File: config.mk
export PLATFORM = sky130hd
export DESIGN_NAME = fifo_queue_with_peek_unit
export DESIGN_NICKNAME = d
export VERILOG_FILES = /design/src/design/fqp_pkg.sv /design/src/design/fqp_ram.sv /design/src/design/fqp_front.sv /design/src/design/fqp_back.sv /design/src/design/fifo_queue_with_peek_unit.sv
export SDC_FILE = /design/constraint.sdc
export NUM_CORES = 1
export LEC_CHECK = 0
export BUFFER_PORTS_ARGS = -buffer_cell sky130_fd_sc_hd__buf_4
export CAP_MARGIN = 10
export CORE_MARGIN = 8
export CORE_UTILIZATION = 50
export DETAILED_ROUTE_END_ITERATION = 7
export MAX_ROUTING_LAYER = met4
export PLACE_DENSITY = 0.67
export SETUP_SLACK_MARGIN = 0.05
export SYNTH_ARGS = -nofsm -noshare
export SYNTH_HDL_FRONTEND = slang
export SYNTH_SLANG_ARGS = --single-unit
File: constraint.sdc
create_clock -name clk_i -period 10 [get_ports clk_i]
set_input_delay 0 -clock clk_i [delete_from_list [all_inputs] [get_ports clk_i]]
set_output_delay 0 -clock clk_i [all_outputs]
set_load 0.005 [all_outputs]
File: src/design/fqp_pkg.sv
// Shared request, status and command types for the FIFO queue with peek.
package fqp_pkg;

  typedef enum logic [1:0] {
    REQ_PUSH  = 2'd0,
    REQ_POP   = 2'd1,
    REQ_FRONT = 2'd2,
    REQ_PEEK  = 2'd3
  } req_e;

  typedef enum logic [1:0] {
    STATUS_OK    = 2'd0,
    STATUS_EMPTY = 2'd1,
    STATUS_FULL  = 2'd2
  } status_e;

  localparam int unsigned DataW  = 32;
  localparam int unsigned IndexW = 8;
  localparam int unsigned CountW = 5;

  typedef struct packed {
    req_e              kind;
    logic [DataW-1:0]  value;
    logic [IndexW-1:0] index;
  } cmd_t;

endpackage

File: src/design/fqp_ram.sv
// Generic single-write, single-read RAM with a registered read port.
module fqp_ram #(
  parameter int unsigned WIDTH = 32,
  parameter int unsigned DEPTH = 16
) (
  input  logic                     clk_i,
  input  logic                     we_i,
  input  logic [$clog2(DEPTH)-1:0] waddr_i,
  input  logic [WIDTH-1:0]         wdata_i,
  input  logic                     re_i,
  input  logic [$clog2(DEPTH)-1:0] raddr_i,
  output logic [WIDTH-1:0]         rdata_o
);

  logic [WIDTH-1:0] mem_q [DEPTH];
  logic [WIDTH-1:0] rdata_q;

  always_ff @(posedge clk_i) begin
    if (we_i) begin
      mem_q[waddr_i] <= wdata_i;
    end
    if (re_i) begin
      rdata_q <= mem_q[raddr_i];
    end
  end

  assign rdata_o = rdata_q;

endmodule

File: src/design/fqp_front.sv
// Front end: accepts request beats, classifies them and buffers them in a two-entry queue.
module fqp_front
  import fqp_pkg::*;
(
  input  logic              clk_i,
  input  logic              rst_ni,
  input  logic              in_valid_i,
  output logic              in_ready_o,
  input  logic [1:0]        req_type_i,
  input  logic [DataW-1:0]  push_value_i,
  input  logic [IndexW-1:0] peek_index_i,
  output logic              cmd_valid_o,
  input  logic              cmd_ready_i,
  output cmd_t              cmd_o
);

  cmd_t       slot_q [2];
  cmd_t       slot_d [2];
  logic [1:0] fill_q, fill_d;
  cmd_t       new_cmd;
  logic       push, pop;

  // A peek at position zero or one always lands on the front item, so it is
  // handed to the back end as a plain front read.
  always_comb begin
    new_cmd.kind  = req_e'(req_type_i);
    new_cmd.value = push_value_i;
    new_cmd.index = peek_index_i;
    if (new_cmd.kind == REQ_PEEK && peek_index_i <= IndexW'(1)) begin
      new_cmd.kind = REQ_FRONT;
    end
  end

  assign in_ready_o  = (fill_q != 2'd2);
  assign cmd_valid_o = (fill_q != 2'd0);
  assign cmd_o       = slot_q[0];
  assign push        = in_valid_i && in_ready_o;
  assign pop         = cmd_valid_o && cmd_ready_i;

  always_comb begin
    slot_d[0] = slot_q[0];
    slot_d[1] = slot_q[1];
    fill_d    = fill_q;
    if (push && !pop) begin
      if (fill_q == 2'd0) begin
        slot_d[0] = new_cmd;
      end else begin
        slot_d[1] = new_cmd;
      end
      fill_d = fill_q + 2'd1;
    end else if (!push && pop) begin
      slot_d[0] = slot_q[1];
      fill_d    = fill_q - 2'd1;
    end else if (push && pop) begin
      if (fill_q == 2'd1) begin
        slot_d[0] = new_cmd;
      end else begin
        slot_d[0] = slot_q[1];
        slot_d[1] = new_cmd;
      end
    end
  end

  always_ff @(posedge clk_i or negedge rst_ni) begin
    if (!rst_ni) begin
      fill_q <= 2'd0;
    end else begin
      fill_q <= fill_d;
    end
  end

  always_ff @(posedge clk_i) begin
    slot_q[0] <= slot_d[0];
    slot_q[1] <= slot_d[1];
  end

endmodule

File: src/design/fqp_back.sv
// Back end: owns the ring store, head and count, reduces peek indices and holds the result.
module fqp_back
  import fqp_pkg::*;
#(
  parameter int unsigned QUEUE_DEPTH = 16,
  parameter int unsigned VALUE_WIDTH = 32
) (
  input  logic              clk_i,
  input  logic              rst_ni,
  input  logic              cmd_valid_i,
  output logic              cmd_ready_o,
  input  cmd_t              cmd_i,
  output logic              out_valid_o,
  input  logic              out_ready_i,
  output logic [DataW-1:0]  read_value_o,
  output logic [1:0]        status_o,
  output logic [CountW-1:0] item_count_o
);

  localparam int unsigned AW = $clog2(QUEUE_DEPTH);
  localparam int unsigned CW = $clog2(QUEUE_DEPTH + 1);
  localparam int unsigned XW = ((CW > IndexW) ? CW : IndexW) + 1;

  localparam logic [2:0] S_IDLE = 3'd0;
  localparam logic [2:0] S_DIV  = 3'd1;
  localparam logic [2:0] S_LOOK = 3'd2;
  localparam logic [2:0] S_READ = 3'd3;
  localparam logic [2:0] S_RESP = 3'd4;

  logic [2:0]        state_q, state_d;
  logic [AW-1:0]     head_q, head_d;
  logic [CW-1:0]     count_q, count_d;
  logic [CW-1:0]     rem_q, rem_d;
  logic [IndexW-1:0] num_q, num_d;
  logic [2:0]        step_q, step_d;
  logic [DataW-1:0]  rd_q, rd_d;
  status_e           status_q, status_d;

  logic                   we, re;
  logic [AW-1:0]          waddr, raddr;
  logic [VALUE_WIDTH-1:0] wdata, rdata;
  logic [VALUE_WIDTH+DataW-1:0] push_ext, read_ext;
  logic [CW+CountW-1:0]   count_ext;
  logic [CW:0]            trial, diff;

  // Slot that lies a given number of places behind a base slot, for offsets
  // below the depth.
  function automatic logic [AW-1:0] slot_after(logic [AW-1:0] base, logic [XW-1:0] off);
    logic [XW-1:0] sum;
    sum = XW'(base) + off;
    if (sum >= XW'(QUEUE_DEPTH)) begin
      sum = sum - XW'(QUEUE_DEPTH);
    end
    return sum[AW-1:0];
  endfunction

  fqp_ram #(
    .WIDTH(VALUE_WIDTH),
    .DEPTH(QUEUE_DEPTH)
  ) u_store (
    .clk_i  (clk_i),
    .we_i   (we),
    .waddr_i(waddr),
    .wdata_i(wdata),
    .re_i   (re),
    .raddr_i(raddr),
    .rdata_o(rdata)
  );

  assign push_ext  = {{VALUE_WIDTH{1'b0}}, cmd_i.value};
  assign wdata     = push_ext[VALUE_WIDTH-1:0];
  assign read_ext  = {{DataW{1'b0}}, rdata};
  assign count_ext = {{CountW{1'b0}}, count_q};

  // One restoring step of the index remainder per cycle.
  assign trial = {rem_q, num_q[IndexW-1]};
  assign diff  = trial - {1'b0, count_q};

  always_comb begin
    state_d  = state_q;
    head_d   = head_q;
    count_d  = count_q;
    rem_d    = rem_q;
    num_d    = num_q;
    step_d   = step_q;
    rd_d     = rd_q;
    status_d = status_q;
    we       = 1'b0;
    re       = 1'b0;
    waddr    = slot_after(head_q, XW'(count_q));
    raddr    = head_q;

    case (state_q)
      S_IDLE: begin
        if (cmd_valid_i) begin
          rd_d     = '0;
          status_d = STATUS_OK;
          state_d  = S_READ;
          if (cmd_i.kind == REQ_PUSH) begin
            state_d = S_RESP;
            if (count_q == CW'(QUEUE_DEPTH)) begin
              status_d = STATUS_FULL;
            end else begin
              we      = 1'b1;
              count_d = count_q + CW'(1);
            end
          end else if (count_q == '0) begin
            status_d = STATUS_EMPTY;
            state_d  = S_RESP;
          end else begin
            case (cmd_i.kind)
              REQ_POP: begin
                re      = 1'b1;
                head_d  = slot_after(head_q, XW'(1));
                count_d = count_q - CW'(1);
              end
              REQ_PEEK: begin
                // The front end only passes peeks at position two or more.
                if (count_q == CW'(1)) begin
                  re = 1'b1;
                end else if (XW'(cmd_i.index) > XW'(count_q)) begin
                  num_d   = cmd_i.index;
                  rem_d   = '0;
                  step_d  = '0;
                  state_d = S_DIV;
                end else begin
                  re    = 1'b1;
                  raddr = slot_after(head_q, XW'(cmd_i.index) - XW'(1));
                end
              end
              default: begin
                re = 1'b1;
              end
            endcase
          end
        end
      end
      S_DIV: begin
        rem_d  = diff[CW] ? trial[CW-1:0] : diff[CW-1:0];
        num_d  = {num_q[IndexW-2:0], 1'b0};
        step_d = step_q + 3'd1;
        if (step_q == 3'd7) begin
          state_d = S_LOOK;
        end
      end
      S_LOOK: begin
        re      = 1'b1;
        raddr   = (rem_q <= CW'(1)) ? head_q
                                    : slot_after(head_q, XW'(rem_q) - XW'(1));
        state_d = S_READ;
      end
      S_READ: begin
        rd_d    = read_ext[DataW-1:0];
        state_d = S_RESP;
      end
      S_RESP: begin
        if (out_ready_i) begin
          state_d = S_IDLE;
        end
      end
      default: begin
        state_d = S_IDLE;
      end
    endcase
  end

  always_ff @(posedge clk_i or negedge rst_ni) begin
    if (!rst_ni) begin
      state_q <= S_IDLE;
      head_q  <= '0;
      count_q <= '0;
    end else begin
      state_q <= state_d;
      head_q  <= head_d;
      count_q <= count_d;
    end
  end

  always_ff @(posedge clk_i) begin
    rem_q    <= rem_d;
    num_q    <= num_d;
    step_q   <= step_d;
    rd_q     <= rd_d;
    status_q <= status_d;
  end

  assign cmd_ready_o  = (state_q == S_IDLE);
  assign out_valid_o  = (state_q == S_RESP);
  assign read_value_o = rd_q;
  assign status_o     = status_q;
  assign item_count_o = count_ext[CountW-1:0];

endmodule

File: src/design/fifo_queue_with_peek_unit.sv
// Top level of the FIFO queue with peek: front request buffer and back execution engine.
//
// A first-in first-out queue of QUEUE_DEPTH values held in a ring store. Every
// request beat (push, pop, read front, or peek at a 1-based position from the
// front) yields exactly one result beat carrying the value read, a status (ok,
// empty, or full with the push dropped) and the number of items held after the
// request. A peek index larger than the item count is reduced modulo the count;
// indices zero and one both give the front, and the count itself gives the rear.
// Requests pass through a two-entry buffer in the front end, so up to two further
// beats are taken while the back end is busy or its result is still waiting to be
// taken. The back end carries out one request at a time: a push, or any request
// that ends in an empty or full status, goes straight to presenting its result;
// a pop, a front read or a peek that needs no reduction passes through a read
// state first, as the ring store has a registered read port; a peek whose index
// exceeds the count first has its remainder formed one index bit per cycle and
// then looks up and reads the store. Values in the store are undefined until
// pushed, and nothing else needs clearing after reset.
module fifo_queue_with_peek_unit
  import fqp_pkg::*;
#(
  parameter int unsigned QUEUE_DEPTH = 16,
  parameter int unsigned VALUE_WIDTH = 32
) (
  input  logic              clk_i,
  input  logic              rst_ni,
  input  logic              in_valid_i,
  output logic              in_ready_o,
  input  logic [1:0]        req_type_i,
  input  logic [DataW-1:0]  push_value_i,
  input  logic [IndexW-1:0] peek_index_i,
  output logic              out_valid_o,
  input  logic              out_ready_i,
  output logic [DataW-1:0]  read_value_o,
  output logic [1:0]        status_o,
  output logic [CountW-1:0] item_count_o
);

  // Classified requests travelling from the front buffer to the back end.
  logic cmd_valid;
  logic cmd_ready;
  cmd_t cmd;

  // The front end decodes each beat and turns low peek indices into front reads.
  fqp_front u_front (
    .clk_i       (clk_i),
    .rst_ni      (rst_ni),
    .in_valid_i  (in_valid_i),
    .in_ready_o  (in_ready_o),
    .req_type_i  (req_type_i),
    .push_value_i(push_value_i),
    .peek_index_i(peek_index_i),
    .cmd_valid_o (cmd_valid),
    .cmd_ready_i (cmd_ready),
    .cmd_o       (cmd)
  );

  // The back end holds the head slot, the item count and the ring store, and
  // keeps the finished result in its output register until it is taken.
  fqp_back #(
    .QUEUE_DEPTH(QUEUE_DEPTH),
    .VALUE_WIDTH(VALUE_WIDTH)
  ) u_back (
    .clk_i       (clk_i),
    .rst_ni      (rst_ni),
    .cmd_valid_i (cmd_valid),
    .cmd_ready_o (cmd_ready),
    .cmd_i       (cmd),
    .out_valid_o (out_valid_o),
    .out_ready_i (out_ready_i),
    .read_value_o(read_value_o),
    .status_o    (status_o),
    .item_count_o(item_count_o)
  );

endmodule

==> results.sh, run 1 <==
export IMPL_outcome="complete, no violations"
export IMPL_final_nets=2096
export IMPL_cap_violations=0
export IMPL_hold_path_end="u_front.fill_q[0]"
export IMPL_die_area_um2=63200
export IMPL_required_ns=10.33
export IMPL_cp_max_fo=94
export IMPL_syn_area_per_cell_um2=14.7
export IMPL_die_w_um=251
export IMPL_worst_pin_slew_ns=1.19
export IMPL_pre_cts_slack_ns=4.65
export IMPL_clock_root_buffer="clkbuf_16"
export IMPL_ys_seq_area_share_pct=74.7
export IMPL_drc=0
export IMPL_powerDensity_nw_per_um2=359
export IMPL_final_common_cell="edfxtp_1"
export IMPL_synth_largest_area_cell="edfxtp_1"
export IMPL_async_reset_ff_share_pct=2.02
export IMPL_ant_nets=0
export IMPL_wl_per_cell_um=22.9
export IMPL_globalRouteOverflowTotal=0
export IMPL_dieHeight_um=251
export IMPL_pin_count=87
export IMPL_hold_violations=0
export IMPL_postCtsSetupBuffers=0
export IMPL_leakagePower_nw=11.2
export IMPL_ys_flop_type="edfxtp_1"
export IMPL_num_rows=86
export IMPL_cts_resized=0
export IMPL_worst_r2r_endpoint="u_back.u_store.rdata_o[25]"
export IMPL_h_tree_depth=3
export IMPL_synth_seq_cells=692
export IMPL_grt_max_degree=193
export IMPL_cp_start_kind="flip-flop"
export IMPL_routed_wl_um=64400
export IMPL_antenna_found_initial=0
export IMPL_period_minus_slack_ns=5.49
export IMPL_portBuffers=86
export IMPL_viasPerCell=5.76
export IMPL_hold_start="in_valid_i"
export IMPL_path_class="flip-flop to flip-flop"
export IMPL_finalSetupTns_ns=0
export IMPL_ys_types=54
export IMPL_first_iter_violations=1635
export IMPL_hold_buffers=45
export IMPL_yosys_warnings=0
export IMPL_worstPathArrival_ns=5.82
export IMPL_synth_nets=1967
export IMPL_relSlewSlack_pct=21.0
export IMPL_ir_drop_mv=0.324
export IMPL_grt_pass1_wl_um=97900
export IMPL_yosysTopAreaCellShare_pct=73.5
export IMPL_setup_viol=0
export IMPL_rsz0062_at_grt="no"
export IMPL_initial_core_util_pct=50.4
export IMPL_synthToLayoutAreaGrowth_pct=15.6
export IMPL_clock_latency_ns=0.60
export IMPL_first_pass_iters=7
export IMPL_core_area_um2=55000
export IMPL_postSynthCellCount=1884
export IMPL_hold_class="primary input to flip-flop"
export IMPL_vias=16200
export IMPL_cts_buffers=72
export IMPL_ff2ff_setup_slack_ns=4.51
export IMPL_synth_edf_count=678
export IMPL_grt_usage_pct=20.8
export IMPL_fin_area_um2=32000
export IMPL_cp_end_kind="flip-flop"
export IMPL_worstReg2RegStart="u_back.item_count_o[1]"
export IMPL_fmax_mhz=182
export IMPL_fin_skew_ns=0.0272
export IMPL_grt_pass1_vias=16300
export IMPL_dp_hpwl_um=33700
export IMPL_n_antenna_cell=0
export IMPL_ff2ff_path_depth=13
export IMPL_whs_path_depth=4
export IMPL_clockBufferDepth=3
export IMPL_fillers=4189
export IMPL_place_area_um2=29300
export IMPL_period_share_pct=54.9
export IMPL_ys_top_cells_by_area="edfxtp_1, nand2_1, nand3_1"
export IMPL_slew_violations=0
export IMPL_numClockSinks=692
export IMPL_setup_ws_ns=4.51
export IMPL_syn_cell_area_um2=27700
export IMPL_gp_congestion=0.884
export IMPL_cts_tree="done"
export IMPL_drive_above_1_share_pct=14.3
export IMPL_layout_common_cells="edfxtp_1, nand2_1, nand3_1"
export IMPL_clkTransAtPathRegs_ns=0.06
## registers in the layout, summed over array words and instances, names as in the netlist
name	count
u_back.u_store.mem_q	512
u_front.slot_q	84
u_back.read_value_o	32
u_back.u_store.rdata_o	32
u_back.num_q	8
u_back.item_count_o	5
u_back.rem_q	5
u_back.head_q	4
u_back.state_q	3
u_back.step_q	3
u_back.status_o	2
u_front.fill_q	2
## through the flow
stage	hold slack (ns)	util (%)	total power, mW	cells
after global routing	0.108	58.2	12.2	2813
after global placement	-0.127	53.3	8.84	2642
final	0.0853	58.2	11.5	2813
after detailed placement	-0.120	53.3	8.96	2642
after CTS	0.0745	58.2	11.6	2813
after floorplan	-0.296	-	7.48	1884
## final cells by class
type,count,area (um^2),area share [%]
Clock buffer,88,1900,5.94
Inverter,30,113,0.352
Multi-Input combinational cell,1054,6630,20.7
Sequential cell,692,20700,64.7
Tap cell,748,936,2.92
Clock inverter,38,374,1.17
Timing Repair Buffer,163,1360,4.25
## worst max-delay path, stage by stage (launching register included)
cell,delay (ns)
dfrtp_1,0.55
inv_1,0.19
ha_1,0.28
nor4b_1,0.18
nor3_2,0.27
nand2_1,0.16
nor3_1,0.45
mux2i_4,0.31
buf_4,0.47
and2_4,0.79
buf_4,0.93
a22oi_1,0.24
a32oi_1,0.24
nand3_1,0.09
## cells by family (layout without fill, tap and decap cells)
kind of cell / after synthesis / after routing / share of synthesized area (%)
flip-flops: 692 / 692 / 74.7
AO/OA/AOI/OAI: 208 / 208 / 5.57
buffers and inverters: 138 / 319 / 2.22
multiplexers: 111 / 111 / 4.20
AND/OR/NAND/NOR: 672 / 672 / 10.7
adder cells (fa/ha/maj): 37 / 37 / 1.78
XOR/XNOR: 26 / 26 / 0.822
## cell usage after synthesis, types with 3 or more instances
cell type / count
a21o_1: 5
a21oi_1: 48
a221o_1: 31
a22oi_1: 64
a31oi_1: 3
a32oi_1: 31
and2_1: 37
and3_1: 4
buf_2: 38
buf_6: 6
clkbuf_1: 61
dfrtp_1: 14
edfxtp_1: 678
fa_1: 4
ha_1: 33
inv_1: 29
mux2_2: 42
mux2i_1: 69
nand2_1: 357
nand3_1: 198
nand4_1: 6
nor2_1: 40
nor2b_1: 3
nor3_1: 9
o21ai_0: 8
o21ai_1: 3
or2_2: 4
or3_1: 3
xnor2_1: 21
xor2_1: 5
## worst max-delay path by stage
stage                                 from                          to  slack (ns)  cells past startpoint
floorplan                u_front.fill_q[0]        u_front.slot_q[0][0]        5.73                      5
global placement    u_back.item_count_o[1]  u_back.u_store.rdata_o[27]        4.79                     13
detailed placement  u_back.item_count_o[1]  u_back.u_store.rdata_o[25]        4.65                     13
CTS                 u_back.item_count_o[1]  u_back.u_store.rdata_o[25]        4.55                     13
global route        u_back.item_count_o[1]  u_back.u_store.rdata_o[25]        4.07                     13
finish              u_back.item_count_o[1]  u_back.u_store.rdata_o[25]        4.51                     13
## power by group
group | leakage, nW | internal, mW | switching (mW)
logic | 3.75 | 1.43 | 2.83
registers | 6.36 | 4.20 | 0.443
clock network | 1.11 | 1.53 | 1.08
total | 11.2 | 7.16 | 4.35
## per-layer routing
metal,track usage (%),part of all wire [%],vias to the layer above
met1,27.2,42,8142
li1,-,-,7341
met3,3.10,6.6,112
met4,6.10,2.3,0
met2,33.8,49,610
met5,-,0,-
No activity file was read; power rests on OpenSTA's default activity.
==> run 2, diff against run 1 <==
--- a/config.mk
+++ b/config.mk
@@ -11,7 +11,7 @@
 export CORE_UTILIZATION = 50
 export DETAILED_ROUTE_END_ITERATION = 7
 export MAX_ROUTING_LAYER = met4
-export PLACE_DENSITY = 0.67
+export PLACE_DENSITY = 0.7
 export SETUP_SLACK_MARGIN = 0.05
 export SYNTH_ARGS = -nofsm -noshare
 export SYNTH_HDL_FRONTEND = slang
==> constraint.sdc (replaced) <==
create_clock -name clk_i -period 5 [get_ports clk_i]
set_input_delay 0 -clock clk_i [delete_from_list [all_inputs] [get_ports clk_i]]
set_output_delay 0 -clock clk_i [all_outputs]
set_load 0.005 [all_outputs]
==> run 2 against run 1 <==
  * Hold slack better by 0.035 ns
  * Total power up 100%
  * Sequential power up 100%
  * Core utilization up 0.52 points
  * Routed wire length up 0.79%
  * Via count up 1.7%
  * Cell count up 0.53%
  * Clock-buffer cell count unchanged
  * Die area unchanged
  * Clock power up 100%
  * Sequential cell count unchanged
==> results.sh, run 2 (synthesis gave the netlist of run 1 again) <==
export IMPL_num_rows=86
export IMPL_antenna_found_initial=0
export IMPL_cpPeakStageDelay_ns=1.00
export IMPL_numClockSinks=692
export IMPL_path_class="flip-flop to flip-flop"
export IMPL_cpMaxStageDelayCell="nor2b_2"
export IMPL_fmax_mhz=222
export IMPL_die_area_um2=63200
export IMPL_grt_usage_pct=20.8
export IMPL_ff2ff_path_depth=12
export IMPL_required_ns=5.46
export IMPL_grt_max_degree=80
export IMPL_first_pass_iters=7
export IMPL_dieHeight_um=251
export IMPL_drc=0
export IMPL_ant_nets=0
export IMPL_gp_congestion=0.920
export IMPL_worstPathArrival_ns=4.97
export IMPL_place_area_um2=29500
export IMPL_layout_common_cells="edfxtp_1, nand2_1, nand3_1"
export IMPL_fin_area_um2=32300
export IMPL_wl_per_cell_um=22.9
export IMPL_worst_r2r_endpoint="u_back.u_store.rdata_o[11]"
export IMPL_slew_violations=0
export IMPL_die_w_um=251
export IMPL_vias=16500
export IMPL_initial_core_util_pct=50.4
export IMPL_final_nets=2109
export IMPL_relSlewSlack_pct=21.6
export IMPL_viasPerCell=5.83
export IMPL_h_tree_depth=3
export IMPL_cp_max_fo=17
export IMPL_instances_no_fill=2828
export IMPL_portBuffers=86
export IMPL_top_regs="u_back.u_store.mem_q: 512 flops, u_front.slot_q: 84 flops"
export IMPL_hold_path_end="u_front.slot_q[0][79]"
export IMPL_largest_reg_flops=512
export IMPL_drive_above_1_share_pct=14.9
export IMPL_rsz0062_at_grt="no"
export IMPL_final_common_cell="edfxtp_1"
export IMPL_n_antenna_cell=0
export IMPL_hold_violations=0
export IMPL_setup_ws_ns=0.487
export IMPL_cts_buffers=71
export IMPL_pin_count=87
export IMPL_ir_drop_mv=0.483
export IMPL_period_minus_slack_ns=4.51
export IMPL_clkTransAtPathRegs_ns=0.06
export IMPL_cts_tree="done"
export IMPL_setup_viol=0
export IMPL_worst_pin_slew_ns=1.17
export IMPL_period_share_pct=90.3
export IMPL_clock_root_buffer="clkbuf_16"
export IMPL_regMostFlops="u_back.u_store.mem_q"
export IMPL_clockBufferDepth=3
export IMPL_pre_cts_slack_ns=0.603
export IMPL_dp_hpwl_um=35800
export IMPL_ff2ff_setup_slack_ns=0.49
export IMPL_grt_pass1_vias=16700
export IMPL_outcome="complete, no violations"
export IMPL_finalSetupTns_ns=0
export IMPL_hold_start="push_value_i[29]"
export IMPL_globalRouteOverflowTotal=0
export IMPL_clock_latency_ns=0.60
export IMPL_powerDensity_nw_per_um2=724
export IMPL_core_area_um2=55000
export IMPL_routed_wl_um=64900
export IMPL_leakagePower_nw=11.3
export IMPL_worstReg2RegStart="u_back.item_count_o[1]"
export IMPL_first_iter_violations=1661
export IMPL_dp_cells=2655
export IMPL_synthToLayoutAreaGrowth_pct=16.6
export IMPL_fin_skew_ns=0.0188
export IMPL_worstPathCellList="inv_1 > ha_1 > nor4b_1 > nor3_2 > nand2_1 > or3_1 > o22a_1 > o21ai_1 > nor2b_2 > buf_4 > a32oi_1 > nand3_1"
export IMPL_whs_path_depth=2
export IMPL_cp_start_kind="flip-flop"
export IMPL_hold_class="primary input to flip-flop"
export IMPL_cap_violations=0
export IMPL_grt_pass1_wl_um=98400
export IMPL_cp_end_kind="flip-flop"
export IMPL_fin_util_pct=58.8
run 2: cell count changes in the layout (fill, tap and decap cells not counted), moves of 2 or more:
cell / delta
buf_12: +10
buf_4: +4
clkbuf_16: +3
inv_6: -3
clkbuf_8: -2
clkinv_2: -2
clkinv_4: +2
run 2: stage by stage:
stage	hold slack, ns	power, mW
finish	0.120	23.4
global route	0.105	24.6
CTS	0.0882	23.5
detailed placement	-0.122	18.2
global placement	-0.127	17.8
floorplan	-0.296	15.0
run 2: power by group:
group / internal, mW / switching, mW
combinational: 3.10 / 5.70
sequential: 8.40 / 0.893
clock: 3.14 / 2.18
run 2: routing by layer:
layer / share of wire [%] / global-route usage [%] / vias up / wire [um]
met2: 49 / 34.2 / 691 / 32100
met4: 2.7 / 7.07 / 0 / 1770
met5: 0 / - / - / 0
met1: 41 / 26.6 / 8278 / 26600
met3: 6.7 / 3.09 / 133 / 4370
li1: - / - / 7378 / -
run 2: what timing repair did:
action,4_1_cts,5_1_grt
hold endpoints to repair,99,0
buffers inserted,0,0
hold buffers,45,0
resized for setup,0,0
run 2: area by class of cell:
class	instances	area, um^2
flip-flops and latches	692	20700
well taps	748	936
multi-input cells	1054	6620
fillers	4089	22700
repair buffers	177	1590
clock inverters	39	394
inverters	30	113
clock buffers	88	1950
run 2: worst max-delay path, delay by kind of cell, from the launching register on:
kind,cells,cell delay [ns]
fa+ha+maj,1,0.28
buf+inv,2,0.64
simple gates,6,2.16
compound gates,3,0.71
flops,1,0.57
run 2: worst max-delay path by stage:
stage          slack [ns]                   start                         end  cells past startpoint
2_1_floorplan        0.73       u_front.fill_q[0]        u_front.slot_q[0][0]                      5
5_1_grt              0.29  u_back.item_count_o[1]   u_back.u_store.rdata_o[6]                     12
3_3_place_gp         0.76  u_back.item_count_o[1]   u_back.u_store.rdata_o[3]                     12
3_5_place_dp         0.60  u_back.item_count_o[1]  u_back.u_store.rdata_o[11]                     12
6_report             0.49  u_back.item_count_o[1]  u_back.u_store.rdata_o[11]                     12
4_1_cts              0.58  u_back.item_count_o[1]  u_back.u_store.rdata_o[11]                     12
